<file path="src/rtl/lsf_pkg.sv">
// ----------------------------------------------------------------------------
// lsf_pkg
// Shared constants and the per-light record of the smoothstep fader.
// ----------------------------------------------------------------------------
package lsf_pkg;

  localparam int NUM_LIGHTS = 8;
  localparam int POS_W      = (NUM_LIGHTS > 1) ? $clog2(NUM_LIGHTS) : 1;
  localparam int IDX_W      = 3;
  localparam int CMP_W      = (POS_W > IDX_W) ? POS_W : IDX_W;
  localparam int LEVEL_W    = 15;
  localparam int TIME_W     = 32;
  localparam int FRAC_W     = 16;

  localparam logic [LEVEL_W-1:0] LEVEL_MAX = 15'd16384;

  typedef struct packed {
    logic [LEVEL_W-1:0] level;
    logic [LEVEL_W-1:0] start;
    logic [LEVEL_W-1:0] target;
    logic [TIME_W-1:0]  elapsed;
    logic [TIME_W-1:0]  length;
  } light_rec_t;

  typedef struct packed {
    logic              start;
    logic [TIME_W-1:0] num;
    logic [TIME_W-1:0] den;
  } div_req_t;

  typedef struct packed {
    logic              done;
    logic [FRAC_W-1:0] quo;
  } div_rsp_t;

endpackage

</file>
<file path="src/rtl/lsf_cell.sv">
// ----------------------------------------------------------------------------
// lsf_cell
// One link of the light ring: holds a light record, takes its neighbour's.
// ----------------------------------------------------------------------------
module lsf_cell
  import lsf_pkg::*;
(
  input  logic       clk,
  input  logic       rst,
  input  logic       rot,
  input  light_rec_t din,
  output light_rec_t q
);

  light_rec_t rec;

  always_ff @(posedge clk) begin
    if (rst) begin
      rec <= '0;
    end else if (rot) begin
      rec <= din;
    end
  end

  assign q = rec;

endmodule

</file>
<file path="src/rtl/lsf_div.sv">
// ----------------------------------------------------------------------------
// lsf_div
// Restoring divider: floor(num * 2^16 / den) for num < den, one bit a cycle.
// ----------------------------------------------------------------------------
module lsf_div
  import lsf_pkg::*;
(
  input  logic     clk,
  input  logic     rst,
  input  div_req_t req,
  output div_rsp_t rsp
);

  localparam int CNT_W = $clog2(FRAC_W + 1);

  logic [TIME_W-1:0] rem;
  logic [TIME_W-1:0] den;
  logic [FRAC_W-1:0] quo;
  logic [CNT_W-1:0]  cnt;
  logic              done;
  logic [TIME_W:0]   sh;
  logic [TIME_W:0]   diff;

  assign sh   = {rem, 1'b0};
  assign diff = sh - {1'b0, den};

  always_ff @(posedge clk) begin
    if (rst) begin
      cnt  <= '0;
      done <= 1'b0;
    end else begin
      done <= 1'b0;
      if (req.start) begin
        rem <= req.num;
        den <= req.den;
        cnt <= CNT_W'(FRAC_W);
      end else if (cnt != '0) begin
        if (!diff[TIME_W]) begin
          rem <= diff[TIME_W-1:0];
        end else begin
          rem <= sh[TIME_W-1:0];
        end
        quo <= {quo[FRAC_W-2:0], ~diff[TIME_W]};
        cnt <= cnt - 1'b1;
        if (cnt == CNT_W'(1)) begin
          done <= 1'b1;
        end
      end
    end
  end

  assign rsp.done = done;
  assign rsp.quo  = quo;

endmodule

</file>
<file path="src/rtl/light_smoothstep_fader.sv">
// ----------------------------------------------------------------------------
// light_smoothstep_fader
// Bank of light channels fading along a smoothstep curve.
// ----------------------------------------------------------------------------
// Input channel: in_valid / in_stall carry one request (set or tick). Output
// channel: out_valid / out_stall carry one result per request, reporting
// light_level and fading of the light named by light_index.
// The light records sit in a ring of cells; a request walks the whole ring,
// one light at a time through the head cell. A light that needs no
// arithmetic passes S_STEP and S_ROT; a fading light on a tick also waits
// in S_DIV for the divider and passes three multiply steps before S_ROT.
// One request is worked on at a time; in_stall is high while it is.
// The result waits in an output register; the next request may be taken
// while it waits, and its own result holds until the receiver takes the
// first. Reset zeroes every light and empties the output register.
// ----------------------------------------------------------------------------
module light_smoothstep_fader
  import lsf_pkg::*;
(
  input  logic                 clk,
  input  logic                 rst,
  input  logic                 in_valid,
  output logic                 in_stall,
  input  logic                 req_type,
  input  logic [IDX_W-1:0]     light_index,
  input  logic [15:0]          target_intensity,
  input  logic [TIME_W-1:0]    fade_duration_us,
  input  logic [TIME_W-1:0]    tick_elapsed_us,
  output logic                 out_valid,
  input  logic                 out_stall,
  output logic [LEVEL_W-1:0]   light_level,
  output logic                 fading
);

  typedef enum logic [2:0] {
    S_IDLE, S_STEP, S_DIV, S_MUL1, S_MUL2, S_MUL3, S_ROT, S_FINISH
  } state_t;

  state_t state;

  logic               r_tick;
  logic [IDX_W-1:0]   r_idx;
  logic [LEVEL_W-1:0] r_want;
  logic [TIME_W-1:0]  r_dur;
  logic [TIME_W-1:0]  r_dt;
  logic [POS_W-1:0]   pos;
  light_rec_t         upd;
  logic [FRAC_W-1:0]  p;
  logic [FRAC_W-1:0]  p2;
  logic [FRAC_W:0]    eased;
  logic [LEVEL_W-1:0] res_level;
  logic               res_fading;
  logic               res_hit;

  light_rec_t cell_q [NUM_LIGHTS];
  light_rec_t head;
  logic       rot;
  logic       match;
  logic [TIME_W:0]   esum;
  logic [TIME_W-1:0] e_sat;
  logic              need_div;
  light_rec_t        step_rec;
  div_req_t          dreq;
  div_rsp_t          drsp;
  logic              up;
  logic [LEVEL_W-1:0] mdiff;
  logic [32:0]        mag_full;
  logic [LEVEL_W-1:0] mag;
  logic [33:0]        e_prod;
  logic [17:0]        three_m;

  assign rot  = (state == S_ROT);
  assign head = cell_q[0];

  genvar gi;
  generate
    for (gi = 0; gi < NUM_LIGHTS; gi++) begin : g_ring
      lsf_cell u_cell (
        .clk (clk),
        .rst (rst),
        .rot (rot),
        .din ((gi == NUM_LIGHTS - 1) ? upd : cell_q[(gi + 1) % NUM_LIGHTS]),
        .q   (cell_q[gi])
      );
    end
  endgenerate

  assign match = (CMP_W'(pos) == CMP_W'(r_idx));
  assign esum  = {1'b0, head.elapsed} + {1'b0, r_dt};
  assign e_sat = esum[TIME_W] ? '1 : esum[TIME_W-1:0];

  // work out the head light's new record, bar the eased level
  always_comb begin
    step_rec = head;
    need_div = 1'b0;
    if (r_tick) begin
      if (head.length != '0) begin
        step_rec.elapsed = e_sat;
        if (e_sat >= head.length) begin
          step_rec.level  = head.target;
          step_rec.length = '0;
        end else begin
          need_div = 1'b1;
        end
      end
    end else if (match) begin
      if (r_dur == '0 || r_want == head.level) begin
        step_rec.level   = r_want;
        step_rec.start   = r_want;
        step_rec.target  = r_want;
        step_rec.elapsed = '0;
        step_rec.length  = '0;
      end else begin
        step_rec.start   = head.level;
        step_rec.target  = r_want;
        step_rec.elapsed = '0;
        step_rec.length  = r_dur;
      end
    end
  end

  assign dreq.start = (state == S_STEP) && need_div;
  assign dreq.num   = e_sat;
  assign dreq.den   = head.length;

  lsf_div u_div (
    .clk (clk),
    .rst (rst),
    .req (dreq),
    .rsp (drsp)
  );

  assign three_m  = 18'd196608 - {1'b0, p, 1'b0};
  assign e_prod   = {16'd0, p2} * {16'd0, three_m};
  assign up       = (upd.target >= upd.start);
  assign mdiff    = up ? (upd.target - upd.start) : (upd.start - upd.target);
  assign mag_full = {18'd0, mdiff} * {16'd0, eased}
                    + (up ? 33'd0 : 33'd65535);
  assign mag      = mag_full[FRAC_W +: LEVEL_W];

  assign in_stall = (state != S_IDLE);

  always_ff @(posedge clk) begin
    if (rst) begin
      state     <= S_IDLE;
      out_valid <= 1'b0;
      pos       <= '0;
      res_hit   <= 1'b0;
    end else begin
      // drop a taken result unless a new one replaces it this cycle
      if (out_valid && !out_stall && state != S_FINISH) begin
        out_valid <= 1'b0;
      end
      unique case (state)
        S_IDLE: begin
          if (in_valid) begin
            r_tick  <= req_type;
            r_idx   <= light_index;
            r_want  <= (target_intensity > 16'(LEVEL_MAX)) ? LEVEL_MAX
                                                           : target_intensity[LEVEL_W-1:0];
            r_dur   <= fade_duration_us;
            r_dt    <= tick_elapsed_us;
            pos     <= '0;
            res_hit <= 1'b0;
            state   <= S_STEP;
          end
        end
        S_STEP: begin
          upd   <= step_rec;
          state <= need_div ? S_DIV : S_ROT;
        end
        S_DIV: begin
          if (drsp.done) begin
            p     <= drsp.quo;
            state <= S_MUL1;
          end
        end
        S_MUL1: begin
          p2    <= 16'(({16'd0, p} * {16'd0, p}) >> FRAC_W);
          state <= S_MUL2;
        end
        S_MUL2: begin
          eased <= e_prod[FRAC_W +: FRAC_W + 1];
          state <= S_MUL3;
        end
        S_MUL3: begin
          upd.level <= up ? (upd.start + mag) : (upd.start - mag);
          state     <= S_ROT;
        end
        S_ROT: begin
          if (match) begin
            res_hit    <= 1'b1;
            res_level  <= upd.level;
            res_fading <= (upd.length != '0);
          end
          if (pos == POS_W'(NUM_LIGHTS - 1)) begin
            state <= S_FINISH;
          end else begin
            pos   <= pos + 1'b1;
            state <= S_STEP;
          end
        end
        S_FINISH: begin
          // hold the result until the output register is free
          if (!out_valid || !out_stall) begin
            out_valid   <= 1'b1;
            light_level <= res_hit ? res_level : '0;
            fading      <= res_hit & res_fading;
            state       <= S_IDLE;
          end
        end
        default: state <= S_IDLE;
      endcase
    end
  end

endmodule

</file>
<file path="config.mk">
export PLATFORM = sky130hd
export DESIGN_NAME = light_smoothstep_fader
export DESIGN_NICKNAME = d
export VERILOG_FILES = /design/src/rtl/lsf_pkg.sv /design/src/rtl/lsf_cell.sv /design/src/rtl/lsf_div.sv /design/src/rtl/light_smoothstep_fader.sv
export SDC_FILE = /design/constraint.sdc
export NUM_CORES = 2
export LEC_CHECK = 0
export ABC_AREA = 1
export BUFFER_PORTS_ARGS = -buffer_cell sky130_fd_sc_hd__buf_2
export CAP_MARGIN = 25
export CORE_ASPECT_RATIO = 0.5
export CORE_MARGIN = 3
export CORE_UTILIZATION = 55
export CTS_CLUSTER_DIAMETER = 150
export DETAILED_ROUTE_END_ITERATION = 10
export PLACE_DENSITY = 0.83
export SETUP_SLACK_MARGIN = 0.4
export SKIP_LAST_GASP = 1
export SLEW_MARGIN = 10
export SYNTH_ARGS = -nofsm -noshare
export SYNTH_HDL_FRONTEND = slang
export SYNTH_SLANG_ARGS = --single-unit
</file>
<file path="constraint.sdc">
create_clock -name clk -period 9.05 [get_ports clk]
set_input_delay 0.905 -clock clk [delete_from_list [all_inputs] [get_ports clk]]
set_output_delay 0.905 -clock clk [all_outputs]
set_load 0.03 [all_outputs]
</file>
# ---- Yosys cells after proc, flatten, opt, wreduce, memory -nomap -nowiden
# Cells that the tools add are included.
dict set report word_totals {
  register_bits 1239
  latch_bits 0
  ram_bits 0
  rom_bits 0
  inputBits 88
  out_inout_bits 18
  word_cells 176
  mem_count 0
}
dict set report classes {
  n_addsub 10
  multipliers 3
  div 0
  magnitude_cmp 3
  n_eq_ne 17
  shifts 0
  n_mux 39
  bitwise_logic 5
  n_reduce_logical 32
}
# cell n
set op_table {}
lappend op_table {{$mux 32} 5}
lappend op_table {{$mux 64} 2}
lappend op_table {{$mux 109} 1}
lappend op_table {{$mux 94} 1}
lappend op_table {{$mux 15} 6}
lappend op_table {{$reduce_bool 32->1} 2}
lappend op_table {{$sub 15x15->15} 3}
lappend op_table {{$add 32x32->33} 1}
lappend op_table {{$mul 16x18->33} 1}
lappend op_table {{$sub 33x32->33} 1}
lappend op_table {{$ge 32x32->1} 1}
lappend op_table {{$logic_not 32->1} 1}
lappend op_table {{$mul 16x16->32} 1}
lappend op_table {{$add 31x16->31} 1}
lappend op_table {{$mul 15x17->31} 1}
lappend op_table {{$mux 30} 1}
lappend op_table {{$pmux 15 s2} 1}
lappend op_table {{$pmux 3 s8} 1}
lappend op_table {{$reduce_and 3->1} 8}
lappend op_table {{$mux 3} 7}
lappend op_table {{$sub 18x17->18 const A} 1}
lappend op_table {{$gt 16x15->1 const B} 1}
lappend op_table {{$mux 16} 1}
lappend op_table {{$add 15x15->15} 1}
lappend op_table {{other kinds (28)} 59}

# ---- Depth between registers and ports, before layout
dict set report logic_depth {
  word_depth 9
  ltp_mapped 65
  mapped_depth_nobuf 63
}

# ---- By module
# From an unflattened synthesis, not the netlist that was laid out.
dict set report unflattened {
  cells_unflattened 11398
  hier_area_um2 83226.1
}
# mod instances cells_each area_each_um2 seq_area_each_um2
set modules_own_cells {}
lappend modules_own_cells {light_smoothstep_fader 1 4974 41472.3 8358.0}
lappend modules_own_cells {lsf_cell 8 690 4415.5 2182.1}
lappend modules_own_cells {lsf_div 1 904 6429.9 2522.4}

# ---- Least setup slack after synthesis
# Ideal clock, no wire load.
dict set report synth_timing {
  path_kind {reg2reg}
  from {reg upd[87] (netlist bit)}
  to {reg upd[107] (netlist bit) (data pin)}
  setup_time_ps 278
  arrival_time_ps 9141
  required_ps 8772
  path_slack_ps -368
  stages_incl_launch_ff 51
  path_buffers 2
  period_less_slack_ps 9418
  cell_sequence {edfxtp_1 > ha_1 > buf_4 > nand2_1 > inv_2 > nand2_1 > nor3_1 > nand2_1 > and2_4 > inv_2 > buf_1 > nand2_1 > nand2_1 > clkinv_1 > nand2_1 > fa_1 > fa_1 > inv_1 > (+15 left out) > ha_1 > inv_1 > nand2_1 > xor2_1 > ha_1 > a21oi_1 > nand2_1 > nand2_1 > nand2_1 > a21oi_1 > o21ai_0 > a21boi_0 > o21ai_0 > nand2_1 > nand2_1 > a21oi_1 > or2_2 > a32oi_1}
}
dict set report synth_via {
  elab_chain_cells 7
  word_cells_on_any_way 11
  cone_classes {add/sub: 5; mul: 1; order compare: 1; mux: 4}
}
# element line_no
set synth_lines {}
lappend synth_lines {{start: declaration} light_smoothstep_fader.sv:47} ;# light_rec_t upd;
lappend synth_lines {{start signal: assignment} light_smoothstep_fader.sv:169} ;# upd <= step_rec;
lappend synth_lines {{$sub 15x15->15 or $ge 15x15->1 (tied branches)} {light_smoothstep_fader.sv:136, light_smoothstep_fader.sv:135}}
lappend synth_lines {{$mux 15} light_smoothstep_fader.sv:136} ;# assign mdiff = up ? (upd.target - upd.start) : (upd.start - upd.target);
lappend synth_lines {{$mul 15x17->31} light_smoothstep_fader.sv:137} ;# assign mag_full = {18'd0, mdiff} * {16'd0, eased}
lappend synth_lines {{$add 31x16->31} light_smoothstep_fader.sv:138} ;# + (up ? 33'd0 : 33'd65535);
lappend synth_lines {{$sub 15x15->15 or $add 15x15->15 (tied branches)} light_smoothstep_fader.sv:187} ;# upd.level <= up ? (upd.start + mag) : (upd.start - mag);
lappend synth_lines {{$mux 15 (*)} light_smoothstep_fader.sv:187}
lappend synth_lines {{$pmux 15 s2 (*)} light_smoothstep_fader.sv:154} ;# unique case (state)
# Every way passes the cells marked *; elsewhere a longest branch is shown, timed or not.
# A chain may end at the register's enable or synchronous reset.

# ---- Final worst setup path
dict set report layout_timing {
  from {reg upd[87] (netlist bit)}
  to {reg upd[108] (netlist bit) (data pin)}
}
# Same word-level chain as after synthesis.

==> results.md <==
| Quantity | Reported | Unit |
|---|---|---|
| Result of the run | finished, violations left | - |
| Failing checks | setup timing | - |
| Type of the worst min-delay path | in2reg | - |
| Routed wl met2 | 91.99 | mm |
| Max H-tree Level | 3 | - |
| Initial DRT Pass Iterations | 5 | - |
| Number of buffer and inverter instances along the worst setup path | 9 | - |
| Synth top area share | 23.51 | % |
| CP Data Arrival Time | 9980 | ps |
| Buffer levels on the longest clock path | 3 | - |
| Via count of the first global-routing pass | 61,590 | - |
| Most common flop cell mapped by yosys | sky130_fd_sc_hd__dfxtp_1 | - |
| Fraction of the mapped netlist area in compound gates | 12.28 | % |
| Clock insertion delay at the later pin of the skew report | 760 | ps |
| Number of nets in the finished design | 10,490 | - |
| Leading post-synthesis cells by instance count | sky130_fd_sc_hd__nor2_1, sky130_fd_sc_hd__inv_1, sky130_fd_sc_hd__o21ai_0 | - |
| Gpl congestion | 0.9834 | - |
| Number of hold-slack violations in the final timing report | 0 | - |
| Synthesized-area fraction occupied by and/or/nand/nor cells | 16.91 | % |
| Number of flops mapped to enable cells by yosys | 353 | - |
| Capture point of the worst reg-to-reg path | upd[108]$_DFFE_PP_ | - |
| Die area | 141,900 | sq um |
| Hold-fix buffer count after cts | 0 | - |
| Origin of the critical flop-to-flop path | upd[87]$_DFFE_PP_ | - |
| Die width | 529.8 | um |
| Wire length on met3 | 14.34 | mm |
| Pre-CTS WS | -631.5 | ps |
| Adder-cell share of the synthesized area | 22.72 | % |
| Combinational family with the most area after synthesis | adder cells | - |
| Syn Std Cell Area | 75,450 | sq um |
| Yosys cell types | 59 | - |
| Number of warnings printed during yosys synthesis | 0 | - |
| Max-cap violations | 0 | - |
| Max-slew headroom at the worst pin | 27.91 | % |
| DRC violation count after routing | 0 | - |
| Detailed Place HPWL | 139.6 | mm |
| Routed len/inst | 17.37 | um |
| Max-slew violation count | 0 | - |
| Pin count of the biggest net entering global routing | 277 | - |
| Post-route setup slack | -473.9 | ps |
| Post-detailed-route count of antenna-violating nets | 0 | - |
| Initial core utilization | 55.78 | % |
| Share of async-settable or async-resettable flops after synthesis | 0 | % |
| Number of I/O pins | 106 | - |
| Most area-hungry cell type in the Yosys netlist | sky130_fd_sc_hd__dfxtp_1 | - |
| Final period util | 105.2 | % |
| Crit path kind | reg2reg | - |
| Number of antenna violations at the first check in global routing | 6 | - |
| Mapped Avg Cell Area | 8.233 | sq um |
| Ratio of cells with drive above 1 in the final layout | 10.94 | % |
| Synth Area in XOR/XNOR | 1.784 | % |
| Cell count of the worst hold path | 1 | - |
| Vias per inst | 5.479 | - |
| Clock tree from TritonCTS | built | - |
| Endpoint required time on the critical path | 9510 | ps |
| DR vias | 61,730 | - |
| Element type at the critical path start | flop | - |
| Cell types occupying the most area after synthesis | sky130_fd_sc_hd__dfxtp_1, sky130_fd_sc_hd__fa_1, sky130_fd_sc_hd__edfxtp_1, sky130_fd_sc_hd__nor2_1, sky130_fd_sc_hd__ha_1 | - |
| Peak clock frequency supported by timing | 105.0 | MHz |
| Highest fanout seen on the critical path | 8 | - |
| Critical path's slowest cell | sky130_fd_sc_hd__fa_1 | - |
| Number of synthesized register bits | 1,239 | - |
| Hold wc startpoint | tick_elapsed_us[28] | - |
| Proportion of synthesized area in mux cells | 0 | % |
| Count of input and output buffers | 105 | - |
| Total setup violations reported at the end of the flow | 8 | - |
| Count of clock tree sinks | 1,239 | - |
| Clock transition at the register clock pins on the worst setup and hold paths after CTS | 70 | ps |
| Shortest clock period the worst path allows after layout | 9524 | ps |
| R2R setup slack | -470 | ps |
| Num CTS Buffers | 104 | - |
| Worst setup skew after layout | 61.15 | ps |
| Kind of cell adding the most delay to the critical path | adder cells | - |
| Clock root buffer | sky130_fd_sc_hd__clkbuf_16 | - |
| Cell Rows | 95 | - |
| Highest metal layer used by the detailed router | met5 | - |
| Setup repair after global routing missed its margin | yes | - |
| Total Routing Usage GR | 27.53 | % |
| Most common cell in the synthesized netlist | sky130_fd_sc_hd__nor2_1 | - |
| P&R area growth vs syn | 13.12 | % |
| Vert. Die Dim | 267.9 | um |
| Largest stage delay on the critical path | 540 | ps |
| Net count after synthesis | 10,280 | - |
| Slew of the pin with the lowest slew margin | 1081 | ps |
| Routed met1 length | 79.30 | mm |
| Sequential area share after synthesis | 37.56 | % |
| Dominant cell type by count on the critical path | sky130_fd_sc_hd__nand2_2 | - |
| Iter 0 DRT Violations | 6,145 | - |
| Hold EP | r_dt[28]$_DFFE_PP_ | - |
| Overflow left after global routing | 0 | - |
| Area of the core | 135,300 | sq um |
| Wire length of the first global-routing pass | 316.7 | mm |
| Overall routed net length | 195.6 | mm |
| Kind of capture point of the worst setup path | flop | - |
| Number of cells produced by synthesis | 9,165 | - |
| Number of cells on the worst reg-to-reg path | 54 | - |
| Worst hold slack | 322.8 | ps |
-- worst max-delay path by stage --
stage                                 start                  to  slack (ps)  cells past startpoint
after CTS                 upd[64]$_DFFE_PP_  upd[108]$_DFFE_PP_        -240                     53
final                     upd[87]$_DFFE_PP_  upd[108]$_DFFE_PP_        -470                     54
after global placement    upd[66]$_DFFE_PP_  upd[104]$_DFFE_PP_        -350                     51
after global routing      upd[87]$_DFFE_PP_  upd[108]$_DFFE_PP_        -960                     56
after detailed placement  upd[66]$_DFFE_PP_  upd[106]$_DFFE_PP_        -630                     48
after floorplan           upd[87]$_DFFE_PP_  upd[106]$_DFFE_PP_         130                     53
-- metal layers --
layer / global-route usage, % / vias up
met5: 0 / -
met4: 12.53 / 2
li1: - / 29520
met1: 35.38 / 29350
met2: 45.95 / 2284
met3: 4.629 / 571
-- layout make-up --
class / instances / area, sq um
Antenna cell: 3 / 7.507
Clock inverter: 50 / 520.5
Inverter: 1294 / 4888
Multi-Input combinational cell: 6174 / 41900
Clock buffer: 147 / 3082
Tap cell: 1794 / 2245
Sequential cell: 1239 / 28340
Timing Repair Buffer: 565 / 4375
Fill cell: 11000 / 49910
-- worst reg2reg max path: cells and delay by family (launching register included) --
| family | cells | cell delay (ps) |
|---|---|---|
| buf+inv | 9 | 690 |
| flops | 1 | 450 |
| fa+ha+maj | 10 | 4150 |
| compound gates | 9 | 1320 |
| xor+xnor | 3 | 620 |
| simple gates | 23 | 1990 |
-- timing repair --
action                                  CTS  global route
resized for setup                       192            76
pin swaps                               126            68
buffers inserted                         60             8
endpoints found under the setup margin   13            13
cloned                                    2             0
hold endpoints to repair                  0             0
-- registers in the layout (all words and copies together), names as in the netlist --
name,count
u_div.den,32
res_level,15
u_div.cnt,5
r_idx,3
g_ring.u_cell.q,872
fading,1
light_level,15
u_div.rem,32
eased,17
out_valid,1
res_fading,1
pos,3
u_div.done,1
p,16
u_div.quo,16
p2,16
r_dur,32
res_hit,1
r_tick,1
r_want,15
r_dt,32
upd,109
state,3
-- layout by cell type (no fill, tap or decap), types with 18 or more instances in the layout --
cell / synthesis / final
sky130_fd_sc_hd__edfxtp_1: 353 / 353
sky130_fd_sc_hd__nor2_1: 1908 / 1875
sky130_fd_sc_hd__a21oi_1: 441 / 406
sky130_fd_sc_hd__buf_2: 9 / 105
sky130_fd_sc_hd__o221ai_1: 42 / 41
sky130_fd_sc_hd__clkinv_1: 10 / 18
sky130_fd_sc_hd__dfxtp_1: 886 / 886
sky130_fd_sc_hd__clkbuf_8: 0 / 19
sky130_fd_sc_hd__xnor2_1: 49 / 46
sky130_fd_sc_hd__a21oi_2: 0 / 27
sky130_fd_sc_hd__nor3_1: 35 / 31
sky130_fd_sc_hd__inv_1: 1277 / 1241
sky130_fd_sc_hd__nor4_1: 42 / 40
sky130_fd_sc_hd__or2_2: 19 / 18
sky130_fd_sc_hd__nand4_1: 35 / 35
sky130_fd_sc_hd__buf_4: 2 / 420
sky130_fd_sc_hd__o21ai_0: 1095 / 1078
sky130_fd_sc_hd__fa_1: 580 / 574
sky130_fd_sc_hd__inv_2: 6 / 36
sky130_fd_sc_hd__clkinv_2: 0 / 18
sky130_fd_sc_hd__nand2_2: 4 / 51
sky130_fd_sc_hd__clkbuf_1: 428 / 18
sky130_fd_sc_hd__nor2_2: 2 / 20
sky130_fd_sc_hd__o22ai_1: 22 / 22
sky130_fd_sc_hd__nand3_1: 145 / 137
sky130_fd_sc_hd__ha_4: 0 / 36
sky130_fd_sc_hd__o21ai_1: 13 / 18
sky130_fd_sc_hd__nand2_1: 1055 / 996
sky130_fd_sc_hd__xor2_1: 101 / 92
sky130_fd_sc_hd__clkbuf_16: 0 / 110
sky130_fd_sc_hd__o211ai_1: 19 / 19
sky130_fd_sc_hd__ha_1: 442 / 401
-- stage by stage --
step	setup TNS, ps	util, %	area, sq um	std cells
after global placement	-1634	59.06	79900	10990
final	-2252	63.10	85350	11270
after detailed placement	-3517	59.08	79910	10990
after floorplan	0	-	75770	9165
after CTS	-803.1	62.72	84830	11250
after global routing	-6096	63.10	85350	11270
-- cell families after synthesis --
logic type | after synthesis
xor gates and xnor gates | 152
adders and majority gates | 1022
and+or+nand+nor | 3258
buffers and inverters | 1752
DFF | 1239
AOI/OAI and AO/OA | 1742
Power is not shown: default switching activity piles up to over one toggle a cycle in this logic, so the estimate is an artifact.
